--- config.mk ---
export PLATFORM = sky130hd
export DESIGN_NAME = emc_isqrt
export DESIGN_NICKNAME = d
export VERILOG_FILES = /design/src/rtl/emc_pkg.sv /design/src/rtl/emc_isqrt.sv
export SDC_FILE = /design/constraint.sdc
export NUM_CORES = 2
export LEC_CHECK = 0
export ABC_CLOCK_PERIOD_IN_PS = 2800
export BUFFER_PORTS_ARGS = -buffer_cell sky130_fd_sc_hd__buf_4
export CORE_MARGIN = 2
export CORE_UTILIZATION = 45
export DETAILED_ROUTE_END_ITERATION = 10
export PLACE_DENSITY = 0.7
export SETUP_SLACK_MARGIN = 0.15
export SYNTH_ARGS = -nofsm -noshare
export SYNTH_HDL_FRONTEND = slang
export SYNTH_SLANG_ARGS = --single-unit
export TNS_END_PERCENT = 5
--- constraint.sdc ---
create_clock -name clk -period 2.8 [get_ports clk]
set_input_delay 0.56 -clock clk [delete_from_list [all_inputs] [get_ports clk]]
set_output_delay 0.56 -clock clk [all_outputs]
set_load 0.005 [all_outputs]
--- src/rtl/emc_pkg.sv ---
// ----------------------------------------------------------------------------
// emc_pkg
// Shared types, register codes and constants for the element-wise combiner.
// ----------------------------------------------------------------------------
package emc_pkg;

    localparam int NUM_INPUTS_DEF = 4;
    localparam int MAX_INPUTS     = 4;

    // operation codes
    localparam logic [2:0] OP_SUM  = 3'd0;
    localparam logic [2:0] OP_ABS  = 3'd1;
    localparam logic [2:0] OP_EUCL = 3'd2;
    localparam logic [2:0] OP_PROD = 3'd3;
    localparam logic [2:0] OP_MAX  = 3'd4;

    // register indexes
    localparam logic [2:0] REG_OP_MODE       = 3'd0;
    localparam logic [2:0] REG_COEFF_MODE    = 3'd1;
    localparam logic [2:0] REG_ACTIVE_INPUTS = 3'd2;
    localparam logic [2:0] REG_WEIGHTS       = 3'd3;
    localparam logic [2:0] REG_SHIFTS        = 3'd4;

    localparam logic [63:0] WEIGHTS_RST = 64'h1000_1000_1000_1000;

    // square root: 40-bit radicand, 20-bit root, one bit per stage
    localparam int RAD_W  = 40;
    localparam int ROOT_W = 20;
    localparam int REM_W  = 22;

    localparam int LIN_W = 34;
    localparam int EU_W  = 62;

    typedef struct packed {
        logic signed [15:0] value_0;
        logic signed [15:0] value_1;
        logic signed [15:0] value_2;
        logic signed [15:0] value_3;
        logic signed [15:0] channel_weight;
        logic signed [15:0] channel_shift;
    } in_item_t;

    typedef struct packed {
        logic signed [31:0] result_value;
        logic [1:0]         max_index;
        logic               saturated;
    } res_item_t;

    typedef struct packed {
        logic [2:0]  op_mode;
        logic        coeff_mode;
        logic [2:0]  active_inputs;
        logic [63:0] input_weights;
        logic [63:0] input_shifts;
    } cfg_t;

    typedef struct packed {
        logic signed [LIN_W-1:0] lin;
        logic [EU_W-1:0]         eu;
    } lane_out_t;

    typedef struct packed {
        res_item_t byp;
        logic      is_eu;
    } tag_t;

    function automatic logic signed [15:0] item_value(in_item_t it, int k);
        logic signed [15:0] v;
        unique case (k)
            0:       v = it.value_0;
            1:       v = it.value_1;
            2:       v = it.value_2;
            default: v = it.value_3;
        endcase
        return v;
    endfunction

endpackage

--- src/rtl/emc_isqrt.sv ---
// ----------------------------------------------------------------------------
// emc_isqrt
// Pipelined integer square root, one root bit per stage, carries a tag.
// ----------------------------------------------------------------------------
module emc_isqrt (
    input  logic                       clk,
    input  logic                       rst_n,
    input  logic                       in_valid,
    input  logic [emc_pkg::RAD_W-1:0]  rad,
    input  emc_pkg::tag_t              tag_in,
    output logic                       out_valid,
    output logic [emc_pkg::ROOT_W-1:0] root,
    output emc_pkg::tag_t              tag_out
);
    import emc_pkg::*;

    logic [ROOT_W:0]    vld_reg;
    logic [RAD_W-1:0]   rad_reg  [ROOT_W+1];
    logic [REM_W-1:0]   rem_reg  [ROOT_W+1];
    logic [ROOT_W-1:0]  root_reg [ROOT_W+1];
    tag_t               tag_reg  [ROOT_W+1];

    assign vld_reg[0]  = in_valid;
    assign rad_reg[0]  = rad;
    assign rem_reg[0]  = '0;
    assign root_reg[0] = '0;
    assign tag_reg[0]  = tag_in;

    for (genvar i = 0; i < ROOT_W; i++)
    begin : g_stage
        logic [REM_W+1:0] rem_sh;
        logic [REM_W+1:0] trial;
        logic             fits;

        // shift in two radicand bits and try the next root bit
        always_comb
        begin
            rem_sh = {rem_reg[i], rad_reg[i][RAD_W-1 -: 2]};
            trial  = (REM_W+2)'({root_reg[i], 2'b01});
            fits   = (rem_sh >= trial);
        end

        always_ff @(posedge clk or negedge rst_n)
        begin
            if (!rst_n)
                vld_reg[i+1] <= 1'b0;
            else
                vld_reg[i+1] <= vld_reg[i];
        end

        always_ff @(posedge clk)
        begin
            rad_reg[i+1]  <= {rad_reg[i][RAD_W-3:0], 2'b00};
            rem_reg[i+1]  <= fits ? REM_W'(rem_sh - trial) : REM_W'(rem_sh);
            root_reg[i+1] <= {root_reg[i][ROOT_W-2:0], fits};
            tag_reg[i+1]  <= tag_reg[i];
        end
    end

    assign out_valid = vld_reg[ROOT_W];
    assign root      = root_reg[ROOT_W];
    assign tag_out   = tag_reg[ROOT_W];

endmodule
==> results.cfg <==
[sta]
final-hold-violation-count = 0
slew_headroom = 0.643
worstMarginPinSlew_ps = 534
max_freq_mhz = 358
fin_tns_setup_ps = 0
setup_ws_ps = 7.55
final-setup-viol-count = 0
post-route-min-period_ps = 2790
holdWs_ps = 186
drv_slew = 0
rsz0062_at_grt = yes
period_share = 0.997
clock_skew_ps = 59.5

[worst_hold_path]
hp-class = primary input to asynchronous set/reset pin

[power]
powerDensity_mw_per_mm2 = 954
p_seq_frac = 0.500
power_frac_comb = 0.124
switching_power_uw = 14600
internal-power_uw = 44000
p_clk_frac = 0.376
ir_drop_mv = 0.631
netSwitchingFraction = 0.249
p_leak_uw = 0.0275

[synthesis]
async_reset_ff_frac = 0.0116
ys_seq_area_frac = 0.684
synthTopCellsByArea = dfxtp_1, ha_1, xnor2_1, xor2_1, inv_1
synth_flop_cell = dfxtp_1
syn_area_mm2 = 0.0505
synth_warnings = 0
synth_top_area_share = 0.674
synth_nets = 4474
synth-edff-count = 0
yosys.area.top_type = dfxtp_1
postSynthCellCount = 4164
synth.avg_cell_area_um2 = 12.1
synth_seq_cells = 1720
synthTopCellsByCount = dfxtp_1, inv_1, ha_1, nand2_1, nor2_1
synth_cell_types = 78
yosysMostFrequentCell = dfxtp_1

[global_routing]
grt_overflow = 0
grt_pass1_vias = 28200
antenna_found_initial = 0
grt_use_total = 0.130
grt_max_degree = 30
grt_pass1_wl_um = 126000

[critical_path]
crit_top_cell = or4_4
worstSetupEndpointType = flop
crit_type = flop to flop
slowest_delay_ps = 480
critPathBufInv = 0
crit_chain = nor4_4, nand2_2, or4_4, or4_4, a311o_1, or4_4, mux2_4
cp_max_fo = 5
startpoint_type = flop
arrival_ps = 3420
crit_required_ps = 3430
critPathTopFamily = simple AND/OR/NAND/NOR gates
cpMaxStageDelayCell = or4_4

[route]
postRouteAntennaNets = 0
wl_um = 76500
dr.pass1.iters = 5
num_vias = 28600
avgRoutedWirePerCell_um = 12.3
drtIter0Drc = 1091
drc = 0
vias_per_cell = 4.61

[die]
die_h_um = 339
rows = 122
die_area_mm2 = 0.115
core-area_mm2 = 0.111
start_util = 0.455
io-pin-count = 136
die_w_um = 339

[run]
cap_violations = 0

[layout]
layout-area-overhead-vs-synth_pct = 21.6
utilization = 0.554
fillers = 9125
final_net_count = 4901
largest_reg_flops = 684
n_antenna_cell = 0
final_cells = 6209
layout-drive-gt1-share = 0.161

[clock_tree]
clockBufferDepth = 3
cts_tree = done
cts-htree-levels = 4
worstSkewPairLatency_ps = 780
cts.sinks = 1720
cts_root_buf = clkbuf_16
path_clk_slew_ps = 70
cts_made_buffers = 164

[status]
status = completed

[place]
post-dp-hpwl_um = 51300
place_inst = 5826
portBuffers = 135
gp_congestion = 0.933
dp_slack_ps = -88.2
## per-layer routing
layer,track usage,vias to the layer above,share of wire,wire [µm]
li1,-,14800,-,-
met1,0.144,13100,0.43,32700
met2,0.229,537,0.49,37200
met3,0.0307,251,0.043,3290
met4,0.0724,0,0.044,3360
met5,0,-,0,0
## power groups by stage
stage,combinational (µW),sequential [µW],clock [µW]
finish,7290,29300,22000
floorplan,5160,29200,0
detailed placement,6670,29700,0
global placement,6540,29700,0
global route,8150,29600,23800
CTS,6910,29200,22800
## logic make-up after synthesis
kind of cell               after synthesis  synth area share
buffers and inverters                  370            0.0304
and+or+nand+nor                        864            0.0874
AOI/OAI and AO/OA                      631            0.0783
DFF                                   1720             0.684
adders and majority gates              231            0.0572
muxes                                   53            0.0117
xor gates and xnor gates               294            0.0511
other                                    1         0.0000742
## cells in the final DEF (no fill, tap or decap), types with 13 or more instances in the layout
cell | Yosys | layout
dfxtp_1 | 1700 | 1688
inv_1 | 283 | 279
buf_4 | 36 | 255
ha_1 | 231 | 211
nand2_1 | 201 | 198
nor2_1 | 187 | 180
clkbuf_16 | 0 | 166
xnor2_1 | 158 | 158
o21ai_0 | 182 | 157
a21oi_1 | 162 | 151
xor2_1 | 135 | 135
nor3_1 | 99 | 90
dlygate4sd3_1 | 0 | 79
a21o_1 | 63 | 63
o21a_1 | 54 | 54
nand3_1 | 53 | 51
nand2b_1 | 41 | 41
nor2b_1 | 41 | 37
or3_1 | 37 | 36
nand4_1 | 34 | 34
clkbuf_1 | 43 | 34
clkbuf_8 | 0 | 29
nor4_1 | 41 | 27
mux2_2 | 40 | 27
clkinv_2 | 0 | 26
or2_2 | 24 | 23
o31ai_1 | 26 | 21
o21ai_1 | 0 | 20
dfrtp_1 | 20 | 20
or4_1 | 22 | 19
a211oi_1 | 21 | 16
a21oi_2 | 4 | 15
mux2_4 | 2 | 15
ha_4 | 0 | 15
and3_1 | 14 | 14
o211ai_1 | 13 | 13
a31oi_1 | 17 | 13
## through the flow
| step | cell area (µm²) | power (µW) |
|---|---|---|
| after floorplan | 50500 | 34300 |
| after global placement | 53900 | 36200 |
| after detailed placement | 53900 | 36400 |
| after CTS | 60600 | 58900 |
| after global routing | 61400 | 61600 |
| final | 61400 | 58600 |
## timing repair
item,CTS,global route
pin swaps,18,50
buffers inserted,1,5
gates resized for setup,59,161
endpoints found under the setup margin,99,216
gates cloned,0,2
hold endpoints to repair,98,0
hold buffers,79,0
## layout make-up
| class | instances | area (µm²) | share of cell area |
|---|---|---|---|
| clock buffers | 227 | 4630 | 0.0754 |
| inverters | 284 | 1070 | 0.0174 |
| repair buffers | 347 | 2920 | 0.0476 |
| clock inverters | 69 | 1020 | 0.0166 |
| well taps | 1488 | 1860 | 0.0303 |
| multi-input cells | 2074 | 15400 | 0.250 |
| flip-flops and latches | 1720 | 34500 | 0.562 |
## path summary, 6_finish.rpt
kind | from | endpoint | slack (ps) | cells after the start
min in group clk | tag_reg[471]$_DFF_P_ | tag_reg[435]$_DFF_P_ | 300 | 0
max in group asynchronous | rst_n | vld_reg[4]$_DFF_PN0_ | 2410 | 2
min | rst_n | vld_reg[19]$_DFF_PN0_ | 190 | 2
min reg2reg | tag_reg[471]$_DFF_P_ | tag_reg[435]$_DFF_P_ | 300 | 0
max | g_stage[5].rem_sh[12]$_DFF_P_ | g_stage[6].rem_sh[8]$_DFF_P_ | 8 | 7
max reg2reg | g_stage[5].rem_sh[12]$_DFF_P_ | g_stage[6].rem_sh[8]$_DFF_P_ | 8 | 7
No activity file was read; power rests on OpenSTA's default activity.
